==> src/design/ssd_pkg.sv <==
// Types, constants and segment tables of the seven-segment serial display driver.
package ssd_pkg;

   // Display geometry. The display has four select positions; the digit count is
   // clamped into 1..SEL_POSITIONS.
   localparam int DIGIT_COUNT   = 4;
   localparam int SEL_POSITIONS = 4;
   localparam int DIGITS_USED   = (DIGIT_COUNT < 1) ? 1 :
                                  ((DIGIT_COUNT > SEL_POSITIONS) ? SEL_POSITIONS : DIGIT_COUNT);

   // Frame index runs 0..DIGITS_USED (the trailer sits at DIGITS_USED).
   localparam int IDX_W   = $clog2(DIGITS_USED + 1);
   localparam int SEL_W   = $clog2(SEL_POSITIONS);
   localparam int GLYPH_W = 3;
   localparam int VALUE_W = 16;
   localparam int FRAME_W = 16;
   localparam int FWID_W  = 5;

   localparam logic [FWID_W-1:0] WIDTH_FULL  = 5'd16;
   localparam logic [FWID_W-1:0] WIDTH_SHORT = 5'd8;

   // Divide by ten of a 16-bit value: (x * 0xCCCD) >> 19 is exact for x below 81920.
   localparam logic [VALUE_W-1:0] DIV10_MUL   = 16'hCCCD;
   localparam int                 DIV10_SHIFT = 19;

   // Command queue between the front and back parts.
   localparam int QUEUE_DEPTH = 2;
   localparam int QPTR_W      = (QUEUE_DEPTH > 1) ? $clog2(QUEUE_DEPTH) : 1;
   localparam int QCNT_W      = $clog2(QUEUE_DEPTH + 1);

   // Items that can be in flight: queue entries, the active one and one whose
   // final frame waits in the output register.
   localparam int MAX_PENDING = QUEUE_DEPTH + 2;
   localparam int PEND_W      = $clog2(MAX_PENDING + 1);

   // Request action codes.
   localparam logic [1:0] ACT_DECIMAL = 2'd0;
   localparam logic [1:0] ACT_HEX     = 2'd1;
   localparam logic [1:0] ACT_GLYPH   = 2'd2;
   localparam logic [1:0] ACT_BLANK   = 2'd3;

   typedef enum logic [1:0] {
      MODE_DEC,
      MODE_HEX,
      MODE_GLYPH,
      MODE_BLANK
   } mode_type;

   typedef logic [SEL_POSITIONS-1:0][GLYPH_W-1:0] glyph_vec_type;

   // Classified request as it travels through the queue.
   typedef struct packed {
      mode_type            mode;
      logic [VALUE_W-1:0]  num;
      glyph_vec_type       glyphs;
      logic [IDX_W-1:0]    last_idx;
   } cmd_type;

   typedef struct packed {
      logic not_full;
      logic not_empty;
   } q_stat_type;

   // Active-low segment pattern of a hex digit.
   function automatic logic [7:0] digit_seg(input logic [3:0] d);
      logic [7:0] seg;
      case (d)
         4'h0:    seg = 8'hc0;
         4'h1:    seg = 8'hf9;
         4'h2:    seg = 8'ha4;
         4'h3:    seg = 8'hb0;
         4'h4:    seg = 8'h99;
         4'h5:    seg = 8'h92;
         4'h6:    seg = 8'h82;
         4'h7:    seg = 8'hf8;
         4'h8:    seg = 8'h80;
         4'h9:    seg = 8'h90;
         4'ha:    seg = 8'h88;
         4'hb:    seg = 8'h83;
         4'hc:    seg = 8'hc6;
         4'hd:    seg = 8'ha1;
         4'he:    seg = 8'h86;
         default: seg = 8'h8e;
      endcase
      return seg;
   endfunction

   // Segment pattern of a traffic-light glyph; codes above four show a dark digit.
   function automatic logic [7:0] glyph_seg(input logic [GLYPH_W-1:0] g);
      logic [7:0] seg;
      case (g)
         3'd0:    seg = 8'hff - 8'd80;
         3'd1:    seg = 8'd64 + 8'd128;
         3'd2:    seg = 8'd130;
         3'd3:    seg = 8'h99;
         3'd4:    seg = 8'hff - 8'd64;
         default: seg = 8'hFF;
      endcase
      return seg;
   endfunction

   // Digit-select byte: upper nibble high, one bit for the position.
   function automatic logic [7:0] sel_byte(input logic [SEL_W-1:0] pos);
      logic [7:0] sel;
      sel = 8'hF0;
      sel[pos] = 1'b1;
      return sel;
   endfunction

endpackage

==> src/design/ssd_req_if.sv <==
// Request channel: valid/ready handshake carrying one display request.
interface ssd_req_if;
   logic                                valid;
   logic                                ready;
   logic [1:0]                          action;
   logic [ssd_pkg::VALUE_W-1:0]         value;
   logic [ssd_pkg::GLYPH_W-1:0]         glyph_a;
   logic [ssd_pkg::GLYPH_W-1:0]         glyph_b;
   logic [ssd_pkg::GLYPH_W-1:0]         glyph_c;
   logic [ssd_pkg::GLYPH_W-1:0]         glyph_d;

   modport source (output valid, action, value, glyph_a, glyph_b, glyph_c, glyph_d,
                   input ready);
   modport sink   (input valid, action, value, glyph_a, glyph_b, glyph_c, glyph_d,
                   output ready);
endinterface

==> src/design/ssd_rsp_if.sv <==
// Response channel: valid/ready handshake carrying one display frame.
interface ssd_rsp_if;
   logic                                valid;
   logic                                ready;
   logic [ssd_pkg::FRAME_W-1:0]         frame_bits;
   logic [ssd_pkg::FWID_W-1:0]          frame_width;
   logic                                last;

   modport source (output valid, frame_bits, frame_width, last, input ready);
   modport sink   (input valid, frame_bits, frame_width, last, output ready);
endinterface

==> src/design/seven_segment_serial_display_driver.sv <==
// Top level of the seven-segment serial display driver.
//
// Each request item on req_chan turns into a burst of frame items on rsp_chan for a
// four-digit shift-register display. A decimal or hex request gives one 16-bit frame
// per digit (segment byte high, select byte low, units digit on the last select
// position) and then an 8-bit zero trailer frame: five items. A glyph request gives
// four 16-bit frames, positions 0 to 3, and a blank request one all-ones frame. The
// last flag marks the final frame of each request. Frames leave at one per cycle
// while the consumer takes them; the result channel's single frame per cycle sets
// this rate. The front part classifies a request in the cycle it is accepted and
// writes it into a two-entry command queue; requests are taken whenever the queue
// has room. The back part loads the next command in the same cycle that it issues
// the final frame of the current one, so bursts follow each other without a gap.
// A request accepted into an empty block passes through the queue entry and the
// back part's command registers before its first frame reaches the output register.
// Frames sit in an output register that holds its item while the consumer stalls;
// the back part then waits, and the queue keeps taking requests until it is full.
module seven_segment_serial_display_driver (
   input  logic          clock,
   input  logic          reset,
   ssd_req_if.sink       req_chan,
   ssd_rsp_if.source     rsp_chan
);

   logic                  push_valid;
   ssd_pkg::cmd_type      push_cmd;
   ssd_pkg::cmd_type      pop_cmd;
   ssd_pkg::q_stat_type   q_stat;
   logic                  pop;

   // Decode the action into a mode and the number of frames it needs.
   ssd_front u_front (
      .req_chan   (req_chan),
      .q_stat     (q_stat),
      .push_valid (push_valid),
      .push_cmd   (push_cmd)
   );

   // The queue lets the input side keep accepting while a burst is still going out.
   ssd_queue u_queue (
      .clock      (clock),
      .reset      (reset),
      .push_valid (push_valid),
      .push_cmd   (push_cmd),
      .pop        (pop),
      .pop_cmd    (pop_cmd),
      .q_stat     (q_stat)
   );

   // Frame sequencer: digit extraction, segment lookup and the output register.
   ssd_back u_back (
      .clock    (clock),
      .reset    (reset),
      .pop_cmd  (pop_cmd),
      .q_stat   (q_stat),
      .pop      (pop),
      .rsp_chan (rsp_chan)
   );

endmodule

==> src/design/ssd_front.sv <==
// Front part: accepts requests and classifies them into queue commands.
module ssd_front (
   ssd_req_if.sink               req_chan,
   input  ssd_pkg::q_stat_type   q_stat,
   output logic                  push_valid,
   output ssd_pkg::cmd_type      push_cmd
);

   assign req_chan.ready = q_stat.not_full;
   assign push_valid     = req_chan.valid && q_stat.not_full;

   always_comb begin
      push_cmd.num       = req_chan.value;
      push_cmd.glyphs[0] = req_chan.glyph_a;
      push_cmd.glyphs[1] = req_chan.glyph_b;
      push_cmd.glyphs[2] = req_chan.glyph_c;
      push_cmd.glyphs[3] = req_chan.glyph_d;
      case (req_chan.action)
         ssd_pkg::ACT_DECIMAL: begin
            push_cmd.mode     = ssd_pkg::MODE_DEC;
            push_cmd.last_idx = ssd_pkg::IDX_W'(ssd_pkg::DIGITS_USED);
         end
         ssd_pkg::ACT_HEX: begin
            push_cmd.mode     = ssd_pkg::MODE_HEX;
            push_cmd.last_idx = ssd_pkg::IDX_W'(ssd_pkg::DIGITS_USED);
         end
         ssd_pkg::ACT_GLYPH: begin
            push_cmd.mode     = ssd_pkg::MODE_GLYPH;
            push_cmd.last_idx = ssd_pkg::IDX_W'(ssd_pkg::DIGITS_USED - 1);
         end
         default: begin
            push_cmd.mode     = ssd_pkg::MODE_BLANK;
            push_cmd.last_idx = '0;
         end
      endcase
   end

endmodule

==> src/design/ssd_queue.sv <==
// Short command queue that decouples the front and back parts.
module ssd_queue (
   input  logic                  clock,
   input  logic                  reset,
   input  logic                  push_valid,
   input  ssd_pkg::cmd_type      push_cmd,
   input  logic                  pop,
   output ssd_pkg::cmd_type      pop_cmd,
   output ssd_pkg::q_stat_type   q_stat
);

   ssd_pkg::cmd_type                  entries_ff [ssd_pkg::QUEUE_DEPTH];
   logic [ssd_pkg::QPTR_W-1:0]        wr_ptr_ff, wr_ptr_in;
   logic [ssd_pkg::QPTR_W-1:0]        rd_ptr_ff, rd_ptr_in;
   logic [ssd_pkg::QCNT_W-1:0]        count_ff, count_in;
   logic                              do_push, do_pop;

   localparam logic [ssd_pkg::QPTR_W-1:0] PTR_LAST = ssd_pkg::QPTR_W'(ssd_pkg::QUEUE_DEPTH - 1);
   localparam logic [ssd_pkg::QCNT_W-1:0] CNT_FULL = ssd_pkg::QCNT_W'(ssd_pkg::QUEUE_DEPTH);

   always_comb begin
      q_stat.not_full  = (count_ff != CNT_FULL);
      q_stat.not_empty = (count_ff != '0);
      do_push = push_valid && q_stat.not_full;
      do_pop  = pop && q_stat.not_empty;
      wr_ptr_in = wr_ptr_ff;
      rd_ptr_in = rd_ptr_ff;
      count_in  = count_ff;
      if (do_push) begin
         wr_ptr_in = (wr_ptr_ff == PTR_LAST) ? '0 : wr_ptr_ff + 1'b1;
      end
      if (do_pop) begin
         rd_ptr_in = (rd_ptr_ff == PTR_LAST) ? '0 : rd_ptr_ff + 1'b1;
      end
      if (do_push && !do_pop) begin
         count_in = count_ff + 1'b1;
      end else if (do_pop && !do_push) begin
         count_in = count_ff - 1'b1;
      end
   end

   assign pop_cmd = entries_ff[rd_ptr_ff];

   always_ff @(posedge clock) begin
      if (reset) begin
         wr_ptr_ff <= '0;
         rd_ptr_ff <= '0;
         count_ff  <= '0;
      end else begin
         wr_ptr_ff <= wr_ptr_in;
         rd_ptr_ff <= rd_ptr_in;
         count_ff  <= count_in;
      end
   end

   always_ff @(posedge clock) begin
      if (do_push) begin
         entries_ff[wr_ptr_ff] <= push_cmd;
      end
   end

endmodule

==> src/design/ssd_back.sv <==
// Back part: steps through a command and emits one frame per cycle while the output register is free.
module ssd_back (
   input  logic                  clock,
   input  logic                  reset,
   input  ssd_pkg::cmd_type      pop_cmd,
   input  ssd_pkg::q_stat_type   q_stat,
   output logic                  pop,
   ssd_rsp_if.source             rsp_chan
);

   localparam logic [ssd_pkg::IDX_W-1:0] LAST_POS = ssd_pkg::IDX_W'(ssd_pkg::DIGITS_USED - 1);

   logic                               active_ff, active_in;
   ssd_pkg::mode_type                  mode_ff, mode_in;
   logic [ssd_pkg::VALUE_W-1:0]        num_ff, num_in;
   ssd_pkg::glyph_vec_type             glyphs_ff, glyphs_in;
   logic [ssd_pkg::IDX_W-1:0]          idx_ff, idx_in;
   logic [ssd_pkg::IDX_W-1:0]          last_idx_ff, last_idx_in;

   logic                               rsp_valid_ff, rsp_valid_in;
   logic [ssd_pkg::FRAME_W-1:0]        bits_ff, bits_in;
   logic [ssd_pkg::FWID_W-1:0]         width_ff, width_in;
   logic                               last_ff, last_in;

   logic                               out_free, emit, at_end, load;
   logic [2*ssd_pkg::VALUE_W-1:0]      prod;
   logic [ssd_pkg::VALUE_W-1:0]        quot, diff;
   logic [3:0]                         digit;
   logic [ssd_pkg::SEL_W-1:0]          pos;
   logic [ssd_pkg::FRAME_W-1:0]        frame;
   logic [ssd_pkg::FWID_W-1:0]         frame_width;

   always_comb begin
      // One reciprocal multiply per frame gives the next decimal digit.
      prod  = {{ssd_pkg::VALUE_W{1'b0}}, num_ff} * {{ssd_pkg::VALUE_W{1'b0}}, ssd_pkg::DIV10_MUL};
      quot  = ssd_pkg::VALUE_W'(prod >> ssd_pkg::DIV10_SHIFT);
      diff  = num_ff - ((quot << 3) + (quot << 1));
      digit = (mode_ff == ssd_pkg::MODE_DEC) ? diff[3:0] : num_ff[3:0];
      pos   = (mode_ff == ssd_pkg::MODE_GLYPH) ? ssd_pkg::SEL_W'(idx_ff)
                                               : ssd_pkg::SEL_W'(LAST_POS - idx_ff);
      at_end = (idx_ff == last_idx_ff);

      frame_width = ssd_pkg::WIDTH_FULL;
      case (mode_ff)
         ssd_pkg::MODE_BLANK: begin
            frame = '1;
         end
         ssd_pkg::MODE_GLYPH: begin
            frame = {ssd_pkg::glyph_seg(glyphs_ff[0]), ssd_pkg::sel_byte(pos)};
         end
         default: begin
            if (at_end) begin
               frame       = '0;
               frame_width = ssd_pkg::WIDTH_SHORT;
            end else begin
               frame = {ssd_pkg::digit_seg(digit), ssd_pkg::sel_byte(pos)};
            end
         end
      endcase

      out_free = !rsp_valid_ff || rsp_chan.ready;
      emit     = active_ff && out_free;
      load     = q_stat.not_empty && (!active_ff || (emit && at_end));
      pop      = load;

      active_in   = active_ff;
      mode_in     = mode_ff;
      num_in      = num_ff;
      glyphs_in   = glyphs_ff;
      idx_in      = idx_ff;
      last_idx_in = last_idx_ff;
      if (emit) begin
         num_in    = (mode_ff == ssd_pkg::MODE_DEC) ? quot : (num_ff >> 4);
         glyphs_in = glyphs_ff >> ssd_pkg::GLYPH_W;
         idx_in    = idx_ff + 1'b1;
         if (at_end) begin
            active_in = 1'b0;
         end
      end
      if (load) begin
         active_in   = 1'b1;
         mode_in     = pop_cmd.mode;
         num_in      = pop_cmd.num;
         glyphs_in   = pop_cmd.glyphs;
         idx_in      = '0;
         last_idx_in = pop_cmd.last_idx;
      end

      rsp_valid_in = emit ? 1'b1 : (rsp_chan.ready ? 1'b0 : rsp_valid_ff);
      bits_in      = emit ? frame : bits_ff;
      width_in     = emit ? frame_width : width_ff;
      last_in      = emit ? at_end : last_ff;
   end

   assign rsp_chan.valid       = rsp_valid_ff;
   assign rsp_chan.frame_bits  = bits_ff;
   assign rsp_chan.frame_width = width_ff;
   assign rsp_chan.last        = last_ff;

   always_ff @(posedge clock) begin
      if (reset) begin
         active_ff    <= 1'b0;
         rsp_valid_ff <= 1'b0;
         idx_ff       <= '0;
      end else begin
         active_ff    <= active_in;
         rsp_valid_ff <= rsp_valid_in;
         idx_ff       <= idx_in;
      end
   end

   always_ff @(posedge clock) begin
      mode_ff     <= mode_in;
      num_ff      <= num_in;
      glyphs_ff   <= glyphs_in;
      last_idx_ff <= last_idx_in;
      bits_ff     <= bits_in;
      width_ff    <= width_in;
      last_ff     <= last_in;
   end

endmodule

==> src/flat_wrapper.sv <==
// flat-port wrapper written by rule: the top's interface ports become plain ports
module seven_segment_serial_display_driver_flat 
  (clock, reset, req_chan_valid, req_chan_action, req_chan_value, req_chan_glyph_a, req_chan_glyph_b, req_chan_glyph_c, req_chan_glyph_d, req_chan_ready, rsp_chan_valid, rsp_chan_frame_bits, rsp_chan_frame_width, rsp_chan_last, rsp_chan_ready);
  ssd_req_if req_chan_i ();
  ssd_rsp_if rsp_chan_i ();
  input  logic clock;
  input  logic reset;
  input wire logic [$bits(req_chan_i.valid)-1:0] req_chan_valid;
  input wire logic [$bits(req_chan_i.action)-1:0] req_chan_action;
  input wire logic [$bits(req_chan_i.value)-1:0] req_chan_value;
  input wire logic [$bits(req_chan_i.glyph_a)-1:0] req_chan_glyph_a;
  input wire logic [$bits(req_chan_i.glyph_b)-1:0] req_chan_glyph_b;
  input wire logic [$bits(req_chan_i.glyph_c)-1:0] req_chan_glyph_c;
  input wire logic [$bits(req_chan_i.glyph_d)-1:0] req_chan_glyph_d;
  output wire logic [$bits(req_chan_i.ready)-1:0] req_chan_ready;
  output wire logic [$bits(rsp_chan_i.valid)-1:0] rsp_chan_valid;
  output wire logic [$bits(rsp_chan_i.frame_bits)-1:0] rsp_chan_frame_bits;
  output wire logic [$bits(rsp_chan_i.frame_width)-1:0] rsp_chan_frame_width;
  output wire logic [$bits(rsp_chan_i.last)-1:0] rsp_chan_last;
  input wire logic [$bits(rsp_chan_i.ready)-1:0] rsp_chan_ready;
  assign req_chan_i.valid = req_chan_valid;
  assign req_chan_i.action = req_chan_action;
  assign req_chan_i.value = req_chan_value;
  assign req_chan_i.glyph_a = req_chan_glyph_a;
  assign req_chan_i.glyph_b = req_chan_glyph_b;
  assign req_chan_i.glyph_c = req_chan_glyph_c;
  assign req_chan_i.glyph_d = req_chan_glyph_d;
  assign req_chan_ready = req_chan_i.ready;
  assign rsp_chan_valid = rsp_chan_i.valid;
  assign rsp_chan_frame_bits = rsp_chan_i.frame_bits;
  assign rsp_chan_frame_width = rsp_chan_i.frame_width;
  assign rsp_chan_last = rsp_chan_i.last;
  assign rsp_chan_i.ready = rsp_chan_ready;
  seven_segment_serial_display_driver u_core (.clock(clock), .reset(reset), .req_chan(req_chan_i), .rsp_chan(rsp_chan_i));
endmodule
==> config.mk <==
export PLATFORM = sky130hd
export DESIGN_NAME = seven_segment_serial_display_driver_flat
export DESIGN_NICKNAME = d
export VERILOG_FILES = /design/src/design/ssd_pkg.sv /design/src/design/ssd_req_if.sv /design/src/design/ssd_rsp_if.sv /design/src/design/seven_segment_serial_display_driver.sv /design/src/design/ssd_front.sv /design/src/design/ssd_queue.sv /design/src/design/ssd_back.sv /design/src/flat_wrapper.sv
export SDC_FILE = /design/constraint.sdc
export NUM_CORES = 1
export LEC_CHECK = 0
export BUFFER_PORTS_ARGS = -buffer_cell sky130_fd_sc_hd__buf_2
export CORE_MARGIN = 3
export CORE_UTILIZATION = 40
export DETAILED_ROUTE_END_ITERATION = 8
export GPL_TIMING_DRIVEN = 0
export HOLD_SLACK_MARGIN = 0.12
export PLACE_DENSITY = 0.62
export SLEW_MARGIN = 20
export SYNTH_ARGS = -nofsm -noshare
export SYNTH_HDL_FRONTEND = slang
export SYNTH_HIERARCHICAL = 1
export SYNTH_SLANG_ARGS = --single-unit
==> constraint.sdc <==
create_clock -name clock -period 8.36 [get_ports clock]
set_clock_uncertainty 0.2 [all_clocks]
set_input_delay 1.254 -clock clock [delete_from_list [all_inputs] [get_ports clock]]
set_output_delay 1.254 -clock clock [all_outputs]
set_load 0.01 [all_outputs]
==> flow_metrics.tcl, run 1 <==
set metrics [dict create \
    top_layer "met4" \
    postRouteAntennaNets 0 \
    first_global_vias 6279 \
    post_cts_resized 0 \
    grt_setup_unrepaired "false" \
    ff_latch_area_sq_um 3620 \
    die-area_sq_um 26800 \
    grt_max_degree 34 \
    synth_compound_area_share_pct 5.99 \
    synthCells 873 \
    synthAdderAreaFrac_pct 33.8 \
    core_area_sq_um 24400 \
    rows 57 \
    synth_xor_area_share_pct 2.63 \
    critical_path_class "flop to flop" \
    clock-root-buffer "clkbuf_16" \
    layout-drive-gt1-share_pct 16.5 \
    synth_edf_count 114 \
    async_reset_ff_share_pct 0 \
    drt_iter0_markers 249 \
    antenna_found_initial 0 \
    die_w_microns 164 \
    fin_nets 1176 \
    numCtsBuffers 17 \
    clk_pin_slew_ns 0.06 \
    synth_top_family_by_area "adder cells" \
    n_fill_cell 2281 \
    max_freq_mhz 127 \
    start_util_pct 40.8 \
    relSlewSlack_pct 25.6 \
    numClockSinks 124 \
    cp.required_ns 8.40 \
    multi_input_area_sq_um 5380 \
    wl_met2_microns 9150 \
    ys_ff_latch 124 \
    hold_viol 0 \
    grt_pass1_wl_microns 31900 \
    hold_path.class "flop to flop" \
    synth_seq_area_share_pct 36.4 \
    drc 0 \
    cts_tree "built" \
    dieHeight_microns 164 \
    wl_per_cell_microns 15.1 \
    met3_length_microns 675 \
    status "finished, final reports clean" \
    tns_ns 0 \
    area_growth_pct 11.6 \
    arrival_ns 7.91 \
    report.final.slew_viol_count 0 \
    worst_setup_path_end_kind "flop" \
    htree_levels 4 \
    synth_cell_type_count 55 \
    port_buffers 26 \
    pin_count 58 \
    gp_congestion 0.870 \
    syn-mean-instance-area_sq_um 11.4 \
    wl_met1_microns 8860 \
    syn_area_sq_um 9950 \
    ctsHoldBuffers 0 \
    worst_slew_pin_slew_ns 1.12 \
    overflow 0 \
    first_pass_iters 4 \
    detailed_place_hpwl_microns 14900 \
    post_cts_buffers 0 \
    wirelength_microns 18900 \
    grt_use_total_pct 15.2 \
    finalSetupViolCount 0 \
    critPathMaxFanout 9 \
    cts_buffer_depth 2 \
    diodes 0 \
    synth_top_flop_cell "edfxtp_1" \
    worst_setup_path_start_kind "flop" \
    synth-simple-area-share_pct 6.57 \
    drv_cap 0 \
    viasPerCell 4.76 \
    yosysWarnings 6 \
    synthMuxAreaShare_pct 4.89 \
    period_share_pct 94.2 \
    period_needed_ns 7.87 \
    num_vias 5982 \
    worstSkewPairLatency_ns 0.41 \
]
[layout by cell type, fill, tap and decap left out, types with 5 or more instances in the layout]
| cell | count |
|---|---|
| nor2_1 | 30 |
| nor2b_1 | 6 |
| xor2_1 | 13 |
| ha_1 | 141 |
| mux2_2 | 37 |
| clkbuf_1 | 12 |
| xnor2_1 | 15 |
| edfxtp_1 | 114 |
| a21o_1 | 5 |
| and3_1 | 6 |
| inv_1 | 162 |
| dfxtp_1 | 10 |
| nand3_1 | 5 |
| buf_4 | 37 |
| clkbuf_16 | 17 |
| mux2i_1 | 7 |
| buf_2 | 30 |
| nor3_1 | 5 |
| clkinvlp_4 | 5 |
| o21ai_0 | 22 |
| fa_1 | 80 |
| a21oi_1 | 29 |
| nand2_1 | 71 |
[area by class of cell]
| cell class | count | area share [%] |
|---|---|---|
| inverter | 163 | 5.51 |
| clock inverter | 15 | 1.48 |
| sequential | 124 | 32.6 |
| clock buffer | 17 | 3.83 |
| tap | 324 | 3.65 |
| timing repair buffer | 27 | 1.35 |
| multi-input combinational | 534 | 48.4 |
| buffer | 54 | 3.12 |
[Yosys cell counts (all sizes together) (4+ instances only)]
cell type  instances  area, sq um
inv              163          612
ha               141         1760
edfxtp           114         3420
fa                80         1600
nand2             71          267
buf               42          302
mux2              37          417
nor2              30          113
a21oi             29          145
o21ai             25          125
xnor2             15          131
xor2              14          130
clkbuf            12         45.0
and3              10         70.1
dfxtp             10          200
mux2i              7         70.1
nor2b              7         46.3
a21o               6         46.3
a211oi             5         42.5
nand2b             5         31.3
nand3              5         25.0
nor3               5         25.0
a31oi              4         25.0
o21a               4         30.0
[metal layers]
| layer | up-vias | GRT usage [%] |
|---|---|---|
| met5 | - | 0 |
| met3 | 21 | 3.35 |
| met1 | 2882 | 20.6 |
| met2 | 112 | 24.9 |
| met4 | 0 | 3.96 |
| li1 | 2967 | - |
[final timing paths]
check | slack [ns] | endpoint | cells after the start | startpoint
worst max-delay path | 0.49 | u_core/u_back/rsp_chan.frame_bits[14] | 23 | u_core/u_back/num_ff[3]
worst min-delay path | 0.29 | u_core/u_back/rsp_chan.valid | 2 | u_core/u_back/active_ff
worst max register to register | 0.49 | u_core/u_back/rsp_chan.frame_bits[14] | 23 | u_core/u_back/num_ff[3]
worst min register to register | 0.29 | u_core/u_back/rsp_chan.valid | 2 | u_core/u_back/active_ff
[cell families (layout without fill, tap and decap cells)]
kind of cell,Yosys count,count (layout)
AND/OR/NAND/NOR,144,144
flip-flops,124,124
buffers and inverters,217,276
other,1,3
XOR/XNOR,29,29
multiplexers,44,44
adder cells (fa/ha/maj),221,221
AO/OA/AOI/OAI,93,93
[registers in the layout, summed over array words and instances, names as in the netlist, named ones only]
name                                flops
u_core/u_back/last_idx_ff               3
u_core/u_back/rsp_chan.frame_width      2
u_core/u_back/idx_ff                    3
u_core/u_queue/rd_ptr_ff                1
u_core/u_queue/count_ff                 2
u_core/u_back/glyphs_ff                12
u_core/u_back/active_ff                 1
u_core/u_back/mode_ff                   2
u_core/u_back/rsp_chan.frame_bits      12
u_core/u_back/rsp_chan.last             1
u_core/u_queue/wr_ptr_ff                1
u_core/u_back/rsp_chan.valid            1
u_core/u_back/num_ff                   16
u_core/u_queue/entries_ff              66
[worst max-delay path, stage by stage, from the launching register on]
cell and delay [ns]:
edfxtp_1 0.57, ha_1 0.47, inv_1 0.09, fa_1 0.53, inv_1 0.05, fa_1 0.51, fa_1 0.56, fa_1 0.56
inv_1 0.06, fa_1 0.53, inv_1 0.04, ha_1 0.29, nand4_1 0.19, o21ai_0 0.47, and3_4 0.29, nor2_1 0.05
xnor2_1 0.22, ha_1 0.31, a211oi_2 0.21, xnor2_1 0.17, mux2i_1 0.30, xor2_2 0.48, mux2_2 0.40, o22ai_1 0.14
[metrics by stage]
step | cells | worst slack (ns) | hold slack [ns] | area [sq um] | util (%)
final | 1258 | 0.486 | 0.289 | 11100 | 45.5
after global routing | 1258 | 0.159 | 0.322 | 11100 | 45.5
after CTS | 1258 | 0.462 | 0.295 | 11100 | 45.5
after detailed placement | 1226 | 0.522 | 0.278 | 10500 | 43.1
after global placement | 1225 | 0.536 | 0.267 | 10500 | 43.0
after floorplan | 875 | 1.49 | 0.248 | 9960 | -
Power of run 1 is not shown: default switching activity piles up to over one toggle a cycle in this logic, so the estimate is an artifact.
==> inputs of run 2 (changes only) <==
Settings changed: ABC_AREA from default to 1, GPL_TIMING_DRIVEN 0 to default.
==> flow_metrics.tcl, run 2 <==
set metrics [dict create \
    status "finished, final reports clean" \
    ctsHoldBuffers 0 \
    tns_ns 0 \
    overflow 0 \
    min-delay-start "u_core/u_queue/rd_ptr_ff" \
    worst_setup_path_end_kind "flop" \
    first_global_vias 7215 \
    viasPerCell 4.87 \
    antenna_found_initial 0 \
    num_vias 7068 \
    cts_tree "built" \
    synthAdderAreaFrac_pct 31.4 \
    pin_count 58 \
    top_layer "met4" \
    rr_startpoint "u_core/u_back/num_ff[7]" \
    core_area_sq_um 26200 \
    grt_use_total_pct 17.0 \
    synthTopCellsByArea "edfxtp_1 32%, ha_1 16%, fa_1 15%, inv_1 7.8%, nand2_1 6.1%" \
    grt_pass1_wl_microns 38300 \
    clock-root-buffer "clkbuf_16" \
    port_buffers 54 \
    start_util_pct 40.9 \
    synth-simple-area-share_pct 11.7 \
    dieHeight_microns 170 \
    place_ws_ns 1.49 \
    reg_top3 "u_core/u_queue/entries_ff: 66 flops, u_core/u_back/num_ff: 16 flops" \
    cts_buffer_depth 2 \
    first_pass_iters 5 \
    final_cell_mix "222 x inv_1, 175 x nand2_1, 141 x ha_1" \
    crit_top_cell "inv_1" \
    synth_compound_area_share_pct 5.26 \
    syn-mean-instance-area_sq_um 9.98 \
    detailed_place_hpwl_microns 18700 \
    post_cts_buffers 0 \
    worst_setup_path_start_kind "flop" \
    critical_path_class "flop to flop" \
    period_share_pct 82.7 \
    cp-endpoint "u_core/u_back/rsp_chan.frame_bits[14]" \
    ys_ff_latch 124 \
    drt_iter0_markers 507 \
    fin_cells 1450 \
    r2r-end "u_core/u_back/rsp_chan.frame_bits[14]" \
    synth_xor_area_share_pct 1.71 \
    post_cts_resized 0 \
    max_freq_mhz 145 \
    synth_cell_type_count 45 \
    die-area_sq_um 28800 \
    cp.required_ns 8.32 \
    synth_seq_area_share_pct 33.8 \
    wl_met1_microns 11200 \
    layout-drive-gt1-share_pct 13.0 \
    synth_top_area_share_pct 31.9 \
    syn_area_sq_um 10700 \
    worst_slew_pin_slew_ns 0.802 \
    crit_path_max_incr_delay_ns 0.55 \
    yosys.area.top_type "edfxtp_1" \
    drc 0 \
    drv_cap 0 \
    largest_reg_flops 66 \
    slowest_stage "edfxtp_1" \
    worst_slack_ns 1.44 \
    regToRegSetupSlack_ns 1.44 \
    worstSkewPairLatency_ns 0.42 \
    grt_setup_unrepaired "false" \
    critPathLaunch "u_core/u_back/num_ff[7]" \
    hold_viol 0 \
    wl_met2_microns 10600 \
    regMostFlops "u_core/u_queue/entries_ff" \
    numClockSinks 124 \
    synth_edf_count 114 \
    diodes 0 \
    critPathMaxFanout 6 \
    synth_top_flop_cell "edfxtp_1" \
    area_growth_pct 8.57 \
    numCtsBuffers 17 \
    synth_top_family_by_area "adder cells" \
    yosysWarnings 6 \
    arrival_ns 6.88 \
    grt_max_degree 42 \
    final_common_cell "inv_1" \
    finalSetupViolCount 0 \
    wirelength_microns 23300 \
    fin_nets 1357 \
    relSlewSlack_pct 46.4 \
    synth.most_common_cell "inv_1" \
    clk_pin_slew_ns 0.07 \
    async_reset_ff_share_pct 0 \
    period_needed_ns 6.92 \
    synthCells 1075 \
    die_w_microns 170 \
    postRouteAntennaNets 0 \
    rows 59 \
    report.final.slew_viol_count 0 \
    htree_levels 4 \
    gp_congestion 0.895 \
    synthMuxAreaShare_pct 4.51 \
    reg2regPathDepth 30 \
    wl_per_cell_microns 16.1 \
    synth_common_cells "222 x inv_1, 175 x nand2_1, 141 x ha_1" \
    dp_cells 1418 \
    min_delay_path_depth 2 \
    hold_path.class "flop to flop" \
    met3_length_microns 1110 \
]
==> run 2: critical path, delay by kind of cell, from the launching register on <==
family / cells / cell delay [ns]
adders and majority gates: 9 / 3.83
buffers and inverters: 7 / 0.59
AOI/OAI and AO/OA: 2 / 0.33
DFF: 1 / 0.55
and+or+nand+nor: 12 / 1.15
==> run 2: worst min-delay path by stage <==
| stage | end | slack [ns] |
|---|---|---|
| 3_5_place_dp | flop | 0.29 |
| 6_report | flop | 0.30 |
| 2_1_floorplan | flop | 0.26 |
| 5_1_grt | flop | 0.33 |
| 4_1_cts | flop | 0.30 |
| 3_3_place_gp | flop | 0.27 |
==> run 2: final cells by class <==
class                      count  area, sq um
clock buffer                  17          425
clock inverter                15          151
fill                        2462        14600
inverter                     225          845
multi-input combinational    675         5870
sequential                   124         3630
tap                          335          419
timing repair buffer          59          308
==> run 2: kinds of logic (layout without fill, tap and decap cells) <==
family | after synthesis | count (layout)
other cells | 1 | 3
simple gates | 293 | 293
fa+ha+maj | 221 | 221
mux | 33 | 33
flops | 124 | 124
compound gates | 104 | 104
buf+inv | 278 | 316
xor+xnor | 21 | 21
==> run 2: layer usage <==
metal / up-vias / global-route usage, %
met5: - / 0
met4: 0 / 4.55
met3: 25 / 3.03
met2: 177 / 26.7
met1: 3367 / 24.4
li1: 3499 / -
==> run 2: through the flow <==
| step | area (sq um) | hold slack, ns | util, % |
|---|---|---|---|
| floorplan | 10700 | 0.265 | - |
| global placement | 11100 | 0.275 | 42.2 |
| detailed placement | 11100 | 0.288 | 42.2 |
| CTS | 11600 | 0.302 | 44.4 |
| global route | 11600 | 0.327 | 44.4 |
| finish | 11600 | 0.296 | 44.4 |
Power of run 2 is left out for the same reason.
==> inputs of run 3 (changes only) <==
Clock period 8.36 ns to 6.6 ns, I/O delays scaled along.
==> flow_metrics.tcl, run 3 (synthesized netlist as in run 2, its figures left out) <==
set metrics [dict create \
    status "finished, final reports clean" \
    worstSkewPairLatency_ns 0.42 \
    overflow 0 \
    path_depth 28 \
    area_growth_pct 13.5 \
    pin_count 58 \
    regMostFlops "u_core/u_queue/entries_ff" \
    worst_slew_pin_slew_ns 0.718 \
    largest_reg_flops 66 \
    max_freq_mhz 158 \
    arrival_ns 6.27 \
    wirelength_microns 23500 \
    drc 0 \
    relSlewSlack_pct 52.1 \
    port_buffers 54 \
    reg2regPathDepth 28 \
    critPathMaxFanout 4 \
    wl_per_cell_microns 15.8 \
    postRouteAntennaNets 0 \
    worst_setup_path_start_kind "flop" \
    worst_setup_path_end_kind "flop" \
    cp.required_ns 6.55 \
    antenna_found_initial 0 \
    numClockSinks 124 \
    fin_nets 1401 \
    dieHeight_microns 170 \
    report.final.slew_viol_count 0 \
    crit_buf_inv 6 \
    critical_path_class "flop to flop" \
    period_needed_ns 6.32 \
    min_delay_path_depth 2 \
    grt_pass1_wl_microns 38400 \
    viasPerCell 4.81 \
    place_ws_ns 0.0222 \
    diodes 0 \
    slowest_stage "fa_1" \
    first_global_vias 7275 \
    num_vias 7193 \
    clock-root-buffer "clkbuf_16" \
    period_share_pct 95.7 \
    hold_viol 0 \
    die-area_sq_um 28800 \
    finalSetupViolCount 0 \
    worst_slack_ns 0.282 \
    cpLargestDelayFamily "adder cells" \
    core_area_sq_um 26200 \
    crit_path_max_incr_delay_ns 0.55 \
    hold_path.class "flop to flop" \
    first_pass_iters 5 \
    gp_congestion 0.960 \
    die_w_microns 170 \
    drt_iter0_markers 424 \
    grt_max_degree 42 \
    final_cell_mix "219 x inv_1, 172 x nand2_1, 128 x ha_1" \
    detailed_place_hpwl_microns 18900 \
    ctsHoldBuffers 0 \
    start_util_pct 40.9 \
    final_common_cell "inv_1" \
    layout-drive-gt1-share_pct 18.6 \
    cts_tree "built" \
    cts_buffer_depth 2 \
    rows 59 \
    clk_pin_slew_ns 0.07 \
    htree_levels 4 \
    reg_top3 "u_core/u_queue/entries_ff: 66 flops, u_core/u_back/num_ff: 16 flops" \
    numCtsBuffers 17 \
    grt_use_total_pct 17.0 \
    n_fill_cell 2423 \
    drv_cap 0 \
]
## run 3: cell count changes in the layout (fill, tap and decap cells not counted), sizes merged
cell | before | now
buf | 59 | 103
clkinvlp | 3 | 2
clkinv | 3 | 4
## run 3: final cells by class
| cell class | count | area (sq um) | share of cell area [%] |
|---|---|---|---|
| Clock inverter | 15 | 148 | 1.21 |
| Tap cell | 335 | 419 | 3.44 |
| Clock buffer | 17 | 425 | 3.49 |
| Inverter | 225 | 845 | 6.94 |
| Multi-Input combinational cell | 675 | 6070 | 49.8 |
| Sequential cell | 124 | 3630 | 29.8 |
| Timing Repair Buffer | 103 | 642 | 5.27 |
## run 3: per-stage QoR
step / TNS [ns] / area [sq um] / cells / utilization, % / hold slack, ns
2_1_floorplan: 0 / 10700 / 1077 / - / 0.265
3_3_place_gp: 0 / 11300 / 1447 / 43.1 / 0.275
3_5_place_dp: 0 / 11300 / 1447 / 43.1 / 0.286
4_1_cts: 0 / 11900 / 1480 / 45.3 / 0.298
5_1_grt: -0.0262 / 12200 / 1494 / 46.5 / 0.326
6_report: 0 / 12200 / 1494 / 46.5 / 0.293
## run 3: worst paths after layout
path | startpoint | endpoint | slack (ns)
worst max-delay path | u_core/u_back/num_ff[11] | u_core/u_back/rsp_chan.frame_bits[11] | 0.28
worst min-delay path | u_core/u_back/rsp_chan.valid | u_core/u_back/rsp_chan.valid | 0.29
worst max register to register | u_core/u_back/num_ff[11] | u_core/u_back/rsp_chan.frame_bits[11] | 0.28
worst min register to register | u_core/u_back/rsp_chan.valid | u_core/u_back/rsp_chan.valid | 0.29
## run 3: per-layer routing
layer / track usage [%] / vias up / part of all wire, %
li1: - / 3585 / -
met4: 2.52 / 0 / 1.1
met5: 0 / - / 0
met3: 3.66 / 13 / 4.6
met2: 27.8 / 149 / 47
met1: 24.0 / 3446 / 48
## run 3: tightest hold or removal path: cells and delay by family (launching register included)
family           cells  cell delay [ns]
flip-flops           1             0.31
AND/OR/NAND/NOR      1             0.08
AO/OA/AOI/OAI        1             0.06
## run 3: repair_timing
item	in CTS	in global routing
resized for setup	0	30
buffers inserted	1	14
endpoints found under the setup margin	1	7
pin swaps	0	13
Power of run 3 is left out for the same reason.
